### config.mk
export PLATFORM = sky130hd
export DESIGN_NAME = directional_occupancy_counter
export DESIGN_NICKNAME = d
export VERILOG_FILES = /design/src/doc_pkg.sv /design/src/doc_cfg.sv /design/src/doc_core.sv /design/src/doc_out_reg.sv /design/src/directional_occupancy_counter.sv
export SDC_FILE = /design/constraint.sdc
export NUM_CORES = 1
export LEC_CHECK = 0
export BUFFER_PORTS_ARGS = -buffer_cell sky130_fd_sc_hd__buf_2
export CORE_MARGIN = 2
export CORE_UTILIZATION = 45
export DETAILED_ROUTE_END_ITERATION = 10
export PLACE_DENSITY = 0.65
export SLEW_MARGIN = 20
export SYNTH_ARGS = -nofsm -noshare
export SYNTH_HDL_FRONTEND = slang
export SYNTH_HIERARCHICAL = 1
export SYNTH_SLANG_ARGS = --single-unit
### constraint.sdc
create_clock -name aclk -period 4.9 [get_ports aclk]
set_input_delay 0.245 -clock aclk [delete_from_list [all_inputs] [get_ports aclk]]
set_output_delay 0.245 -clock aclk [all_outputs]
set_load 0.01 [all_outputs]
### src/doc_pkg.sv
// Shared types and constants for the directional occupancy counter.
package doc_pkg;

    localparam int COUNT_WIDTH_DEF = 16;
    localparam int ECHO_WIDTH_DEF  = 16;

    localparam int CFG_INDEX_W = 8;
    localparam int CFG_DATA_W  = 16;
    localparam int LIMIT_W     = 16;
    localparam int DIGIT_W     = 5;

    localparam logic [CFG_INDEX_W-1:0] REG_NEAR_LIMIT = CFG_INDEX_W'(0);
    localparam logic [CFG_INDEX_W-1:0] REG_FAR_LIMIT  = CFG_INDEX_W'(1);

    localparam logic [LIMIT_W-1:0] NEAR_LIMIT_RST = LIMIT_W'(1740);
    localparam logic [LIMIT_W-1:0] FAR_LIMIT_RST  = LIMIT_W'(2320);

    localparam logic signed [DIGIT_W-1:0] DIGIT_ZERO     = 5'sd0;
    localparam logic signed [DIGIT_W-1:0] DIGIT_ONE      = 5'sd1;
    localparam logic signed [DIGIT_W-1:0] DIGIT_NINE     = 5'sd9;
    localparam logic signed [DIGIT_W-1:0] DIGIT_NEG_NINE = -5'sd9;

    typedef struct packed {
        logic [LIMIT_W-1:0] near_limit_us;
        logic [LIMIT_W-1:0] far_limit_us;
    } cfg_t;

    typedef struct packed {
        logic signed [DIGIT_W-1:0] display_digit;
        logic                      lamp;
        logic                      ranging;
    } status_t;

endpackage

### src/doc_cfg.sv
// Echo window limit registers written through the configuration channel.
module doc_cfg (
    input  logic                           aclk,
    input  logic                           aresetn,
    input  logic                           wr_en,
    input  logic [doc_pkg::CFG_INDEX_W-1:0] wr_index,
    input  logic [doc_pkg::CFG_DATA_W-1:0]  wr_data,
    output doc_pkg::cfg_t                  cfg
);
    import doc_pkg::*;

    cfg_t cfg_reg;

    always_ff @(posedge aclk) begin
        if (!aresetn) begin
            cfg_reg.near_limit_us <= NEAR_LIMIT_RST;
            cfg_reg.far_limit_us  <= FAR_LIMIT_RST;
        end else if (wr_en) begin
            case (wr_index)
                REG_NEAR_LIMIT: cfg_reg.near_limit_us <= LIMIT_W'(wr_data);
                REG_FAR_LIMIT:  cfg_reg.far_limit_us  <= LIMIT_W'(wr_data);
                default: ;
            endcase
        end
    end

    assign cfg = cfg_reg;

endmodule

### src/doc_core.sv
// Sensor edge tracking, saturating count, running digit and lamp state.
module doc_core #(
    parameter int COUNT_WIDTH = doc_pkg::COUNT_WIDTH_DEF,
    parameter int ECHO_WIDTH  = doc_pkg::ECHO_WIDTH_DEF
) (
    input  logic                          aclk,
    input  logic                          aresetn,
    input  logic                          accept,
    input  logic                          entry_level,
    input  logic                          exit_level,
    input  logic [ECHO_WIDTH-1:0]         echo_time_us,
    input  doc_pkg::cfg_t                 cfg,
    output logic signed [COUNT_WIDTH-1:0] occupancy_next,
    output doc_pkg::status_t              status_next
);
    import doc_pkg::*;

    localparam logic signed [COUNT_WIDTH-1:0] COUNT_MAX = {1'b0, {(COUNT_WIDTH-1){1'b1}}};
    localparam logic signed [COUNT_WIDTH-1:0] COUNT_MIN = {1'b1, {(COUNT_WIDTH-1){1'b0}}};

    logic                          prev_entry_reg, prev_exit_reg;
    logic                          entry_armed_reg, exit_armed_reg;
    logic                          ranging_reg, lamp_reg;
    logic signed [COUNT_WIDTH-1:0] count_reg;
    logic signed [DIGIT_W-1:0]     digit_reg;

    logic                          entry_armed_next, exit_armed_next;
    logic                          ranging_next, lamp_next;
    logic signed [COUNT_WIDTH-1:0] count_next;
    logic signed [DIGIT_W-1:0]     digit_next;

    logic                  entry_rise, exit_rise, entry_arm, exit_arm;
    logic                  inc, dec, count_neg, count_pos;
    logic [ECHO_WIDTH-1:0] lo_limit, hi_limit;

    always_comb begin
        entry_rise = entry_level && !prev_entry_reg;
        exit_rise  = exit_level && !prev_exit_reg;
        entry_arm  = entry_armed_reg || entry_rise;
        exit_arm   = exit_armed_reg || exit_rise;
        inc        = entry_arm && exit_rise;
        dec        = !inc && exit_arm && entry_rise;

        entry_armed_next = (inc || dec) ? 1'b0 : entry_arm;
        exit_armed_next  = (inc || dec) ? 1'b0 : exit_arm;

        if (exit_rise) begin
            ranging_next = 1'b0;
        end else if (entry_rise) begin
            ranging_next = 1'b1;
        end else begin
            ranging_next = ranging_reg;
        end

        count_neg  = count_reg[COUNT_WIDTH-1];
        count_pos  = !count_neg && (count_reg != '0);
        count_next = count_reg;
        digit_next = digit_reg;
        // digit follows the count one step at a time, C remainder sign rules
        if (inc && count_reg != COUNT_MAX) begin
            count_next = count_reg + 1'b1;
            if (!count_neg) begin
                digit_next = (digit_reg == DIGIT_NINE) ? DIGIT_ZERO : digit_reg + DIGIT_ONE;
            end else begin
                digit_next = (digit_reg == DIGIT_ZERO) ? DIGIT_NEG_NINE
                                                       : digit_reg + DIGIT_ONE;
            end
        end else if (dec && count_reg != COUNT_MIN) begin
            count_next = count_reg - 1'b1;
            if (count_pos) begin
                digit_next = (digit_reg == DIGIT_ZERO) ? DIGIT_NINE : digit_reg - DIGIT_ONE;
            end else begin
                digit_next = (digit_reg == DIGIT_NEG_NINE) ? DIGIT_ZERO
                                                           : digit_reg - DIGIT_ONE;
            end
        end

        lo_limit  = ECHO_WIDTH'(cfg.near_limit_us);
        hi_limit  = ECHO_WIDTH'(cfg.far_limit_us);
        lamp_next = lamp_reg;
        if (ranging_next && count_next == '0) begin
            lamp_next = (echo_time_us >= lo_limit) && (echo_time_us <= hi_limit);
        end
    end

    always_ff @(posedge aclk) begin
        if (!aresetn) begin
            prev_entry_reg  <= 1'b0;
            prev_exit_reg   <= 1'b0;
            entry_armed_reg <= 1'b0;
            exit_armed_reg  <= 1'b0;
            ranging_reg     <= 1'b0;
            lamp_reg        <= 1'b0;
            count_reg       <= '0;
            digit_reg       <= DIGIT_ZERO;
        end else if (accept) begin
            prev_entry_reg  <= entry_level;
            prev_exit_reg   <= exit_level;
            entry_armed_reg <= entry_armed_next;
            exit_armed_reg  <= exit_armed_next;
            ranging_reg     <= ranging_next;
            lamp_reg        <= lamp_next;
            count_reg       <= count_next;
            digit_reg       <= digit_next;
        end
    end

    assign occupancy_next            = count_next;
    assign status_next.display_digit = digit_next;
    assign status_next.lamp          = lamp_next;
    assign status_next.ranging       = ranging_next;

endmodule

### src/doc_out_reg.sv
// Result register holding one word for the master side.
module doc_out_reg #(
    parameter int COUNT_WIDTH = doc_pkg::COUNT_WIDTH_DEF
) (
    input  logic                          aclk,
    input  logic                          aresetn,
    input  logic                          load,
    input  logic signed [COUNT_WIDTH-1:0] occupancy_in,
    input  doc_pkg::status_t              status_in,
    input  logic                          out_ready,
    output logic                          out_valid,
    output logic signed [COUNT_WIDTH-1:0] occupancy,
    output doc_pkg::status_t              status
);
    import doc_pkg::*;

    logic                          valid_reg, valid_next;
    logic signed [COUNT_WIDTH-1:0] occupancy_reg;
    status_t                       status_reg;

    always_comb begin
        if (load) begin
            valid_next = 1'b1;
        end else if (out_ready) begin
            valid_next = 1'b0;
        end else begin
            valid_next = valid_reg;
        end
    end

    always_ff @(posedge aclk) begin
        if (!aresetn) begin
            valid_reg <= 1'b0;
        end else begin
            valid_reg <= valid_next;
        end
    end

    always_ff @(posedge aclk) begin
        if (load) begin
            occupancy_reg <= occupancy_in;
            status_reg    <= status_in;
        end
    end

    assign out_valid = valid_reg;
    assign occupancy = occupancy_reg;
    assign status    = status_reg;

endmodule

### src/directional_occupancy_counter.sv
// Top level of the directional occupancy counter.
// Takes one sensor poll word per cycle and returns one result word per poll, registered
// in the cycle after acceptance; the edge, count and lamp update is combinational and
// loads the state registers, and a result register on the master side lets a new poll
// be taken in the same cycle the previous result is taken, or whenever no result is
// waiting. The window limits are written through the cfg channel, which is always ready.
module directional_occupancy_counter #(
    parameter int COUNT_WIDTH = doc_pkg::COUNT_WIDTH_DEF,
    parameter int ECHO_WIDTH  = doc_pkg::ECHO_WIDTH_DEF,
    parameter int S_TDATA_W   = ((2 + ECHO_WIDTH + 7) / 8) * 8,
    parameter int M_TDATA_W   = ((COUNT_WIDTH + doc_pkg::DIGIT_W + 2 + 7) / 8) * 8
) (
    input  logic                            aclk,
    input  logic                            aresetn,
    input  logic                            s_tvalid,
    output logic                            s_tready,
    // entry_level, exit_level, echo_time_us
    input  logic [S_TDATA_W-1:0]            s_tdata,
    output logic                            m_tvalid,
    input  logic                            m_tready,
    // occupancy, display_digit, lamp, ranging
    output logic [M_TDATA_W-1:0]            m_tdata,
    input  logic                            cfg_valid,
    output logic                            cfg_ready,
    input  logic [doc_pkg::CFG_INDEX_W-1:0] cfg_index,
    input  logic [doc_pkg::CFG_DATA_W-1:0]  cfg_data
);
    import doc_pkg::*;

    cfg_t                          cfg;
    status_t                       status_next, status_out;
    logic signed [COUNT_WIDTH-1:0] occupancy_next, occupancy_out;
    logic                          s_accept;

    assign cfg_ready = 1'b1;
    assign s_tready  = !m_tvalid || m_tready;
    assign s_accept  = s_tvalid && s_tready;

    doc_cfg u_cfg (
        .aclk     (aclk),
        .aresetn  (aresetn),
        .wr_en    (cfg_valid && cfg_ready),
        .wr_index (cfg_index),
        .wr_data  (cfg_data),
        .cfg      (cfg)
    );

    doc_core #(
        .COUNT_WIDTH (COUNT_WIDTH),
        .ECHO_WIDTH  (ECHO_WIDTH)
    ) u_core (
        .aclk           (aclk),
        .aresetn        (aresetn),
        .accept         (s_accept),
        .entry_level    (s_tdata[0]),
        .exit_level     (s_tdata[1]),
        .echo_time_us   (s_tdata[2 +: ECHO_WIDTH]),
        .cfg            (cfg),
        .occupancy_next (occupancy_next),
        .status_next    (status_next)
    );

    doc_out_reg #(
        .COUNT_WIDTH (COUNT_WIDTH)
    ) u_out (
        .aclk         (aclk),
        .aresetn      (aresetn),
        .load         (s_accept),
        .occupancy_in (occupancy_next),
        .status_in    (status_next),
        .out_ready    (m_tready),
        .out_valid    (m_tvalid),
        .occupancy    (occupancy_out),
        .status       (status_out)
    );

    assign m_tdata = M_TDATA_W'({status_out.ranging, status_out.lamp,
                                 status_out.display_digit, occupancy_out});

endmodule

==> impl_metrics.py <==
metrics = {
    "detailed_routing": {
        "firstDrtPassIters": 4,
        "vias": 4281,
        "wirelength_met1_um": 5567,
        "drc": 0,
        "highest-signal-layer": "met4",
        "vias_per_cell": 5.488,
        "routed_wl_um": 11750,
        "wl_met2_um": 5383,
        "routedWlPerCell_um": 15.07,
        "met3_length_um": 597,
        "drtIter0Drc": 206,
        "antenna_left": 0,
    },
    "critical_path": {
        "crit_fanout": 10,
        "worstPathArrival_ns": 3.90,
        "cp-end-kind": "register",
        "required_ns": 4.99,
        "crit_type": "register to register",
        "cp-start-kind": "register",
        "reg2reg_from": "u_core/count_reg[0]",
        "rr_worst_depth": 9,
        "crit_start": "u_core/count_reg[0]",
    },
    "timing": {
        "period_share": 0.7780,
        "tns_ns": 0,
        "whs_ns": 0.1553,
        "slew_violations": 0,
        "rsz0062_at_grt": "no",
        "slew-limit-headroom": 0.2753,
        "period_needed_ns": 3.812,
        "hold_viol": 0,
        "tightest_slew_ns": 1.083,
        "max_freq_mhz": 262.3,
        "setup_viol": 0,
        "clock_skew_ns": 0.004800,
    },
    "clocking": {
        "post_cts_buffers": 0,
        "cts_root_buf": "clkbuf_16",
        "cts_num_sinks": 83,
        "numCtsBuffers": 9,
        "cts_tree": "yes",
        "clk_latency_ns": 0.34,
        "cts_hold_buf": 0,
        "cts_buffer_depth": 2,
        "clkTransAtPathRegs_ns": 0.06,
        "h-tree-depth": 3,
        "ctsResizeCount": 0,
    },
    "synthesis": {
        "synthCells": 580,
        "synth_edf_count": 23,
        "synth_seq_cells": 83,
        "syn_nets": 671,
        "yosysMostFrequentCell": "nand2_1",
        "syn_area_um2": 5276,
        "yosys_warnings": 6,
        "synth_ff_type": "dfxtp_1",
        "ys_seq_area_frac": 0.3585,
        "synth_common_cells": "nand2_1, dfxtp_1, inv_1",
        "postSynthAreaPerCell_um2": 9.097,
        "synth.area.top_cells": "dfxtp_1, edfxtp_1, ha_1",
        "synth_top_area_share": 0.2276,
        "synth_area_leader_cell": "dfxtp_1",
        "ys_types": 75,
        "synth-async-reset-ratio": 0,
    },
    "min_path": {
        "min_path_cells": 3,
        "hold_path_class": "input port to register",
        "holdCritStartpoint": "s_tdata[0]",
    },
    "finish": {
        "post_layout_nonfiller_instances": 780,
        "final_nets": 723,
        "areaGrowthSynthToFinish_pct": 13.87,
        "fillerInstances": 1101,
        "num_antenna_cells": 0,
        "largest_reg_flops": 32,
        "drive_gt1_frac": 0.1821,
        "fin_area_um2": 6008,
        "final_core_util": 0.5262,
    },
    "grt": {
        "globalRouteOverflowTotal": 0,
        "grtUsageTotal": 0.1943,
        "grt_pass1_vias": 4239,
        "antenna_found_initial": 0,
        "grt_pass1_wl_um": 20070,
        "grt_max_degree": 63,
    },
    "run": {
        "maxCapViolCount": 0,
    },
    "placed_design": {
        "place_congestion": 0.8625,
        "placed_cells": 763,
        "dpl_cell_area_um2": 5634,
        "dpl.hpwl_um": 8408,
        "portBuffers": 71,
    },
    "floorplanning": {
        "rows": 39,
        "die_area_um2": 12610,
        "num_io_pins": 80,
        "die-width_um": 112.3,
        "initial_utilization": 0.4621,
        "die_h_um": 112.3,
        "core-area_um2": 11420,
    },
    "pwr": {
        "p_leak_nw": 2.425,
        "irDropWorstVdd_mv": 0.1797,
        "power_per_cell_area_nw_per_um2": 299.2,
    },
    "status": {
        "status": "finished clean",
    },
}
cells by family (layout without fill, tap and decap cells):
| kind of cell | count (synthesis) | in the layout | synth area share |
|---|---|---|---|
| and+or+nand+nor | 225 | 225 | 0.2471 |
| AOI/OAI and AO/OA | 90 | 90 | 0.1171 |
| DFF | 83 | 83 | 0.3585 |
| buffers and inverters | 81 | 138 | 0.07446 |
| muxes | 41 | 41 | 0.07802 |
| adders and majority gates | 38 | 38 | 0.09011 |
| xor gates and xnor gates | 20 | 20 | 0.03320 |
| other | 2 | 2 | 0.001423 |
cell type report:
| cell class | instances | area, µm² | share of cell area |
|---|---|---|---|
| Timing Repair Buffer | 76 | 396.6 | 0.06601 |
| Tap cell | 143 | 178.9 | 0.02978 |
| Inverter | 46 | 186.4 | 0.03103 |
| Sequential cell | 83 | 1892 | 0.3149 |
| Clock buffer | 9 | 225.2 | 0.03748 |
| Clock inverter | 7 | 137.6 | 0.02291 |
| Multi-Input combinational cell | 416 | 2992 | 0.4979 |
stage by stage:
| step | setup WS [ns] | power (mW) |
|---|---|---|
| 2_1_floorplan | 1.450 | 0.9134 |
| 3_3_place_gp | 1.175 | 0.9815 |
| 3_5_place_dp | 1.147 | 0.9864 |
| 4_1_cts | 1.105 | 1.818 |
| 5_1_grt | 0.9663 | 1.873 |
| 6_report | 1.088 | 1.798 |
path summary, 6_finish.rpt:
kind / end / slack (ns)
worst max register to register: u_out/status[1] / 1.09
worst min register to register: u_cfg/cfg[7] / 0.46
worst min-delay path: u_core/prev_entry_reg / 0.16
worst max-delay path: u_out/status[1] / 1.09
where the power goes:
| group | internal, mW | leakage [nW] | switching (mW) |
|---|---|---|---|
| clock | 0.549 | 0.180 | 0.275 |
| sequential | 0.731 | 0.718 | 0.0195 |
| combinational | 0.0954 | 1.53 | 0.127 |
| total | 1.38 | 2.42 | 0.422 |
placed cells by master (no fill, tap or decap), types with 9 or more instances in the layout:
cell / netlist / final
xnor2_1: 17 / 17
ha_1: 38 / 38
nand3_1: 12 / 12
nand4_1: 10 / 10
nand2_1: 64 / 64
nor2b_1: 24 / 24
a21oi_1: 23 / 23
mux2i_1: 40 / 40
inv_1: 43 / 43
edfxtp_1: 23 / 23
dfxtp_1: 60 / 60
buf_2: 8 / 71
nor3_1: 10 / 10
clkbuf_16: 0 / 9
o21ai_0: 19 / 19
nor2_1: 38 / 38
routing by layer:
layer	vias to the layer above	track usage
met5	-	0
met2	100	0.3141
li1	2178	-
met1	1989	0.2606
met4	0	0.07561
met3	14	0.03348
critical path, stage by stage, from the launching register on:
cell      delay [ns]
dfxtp_1         0.55
ha_1            0.37
nand4_1         0.17
or4_4           0.49
nand4_2         0.12
a221oi_1        0.10
or4_1           0.59
or4b_4          0.52
nor4b_2         0.28
mux2_1          0.36
(Power assumes the default switching activity.)
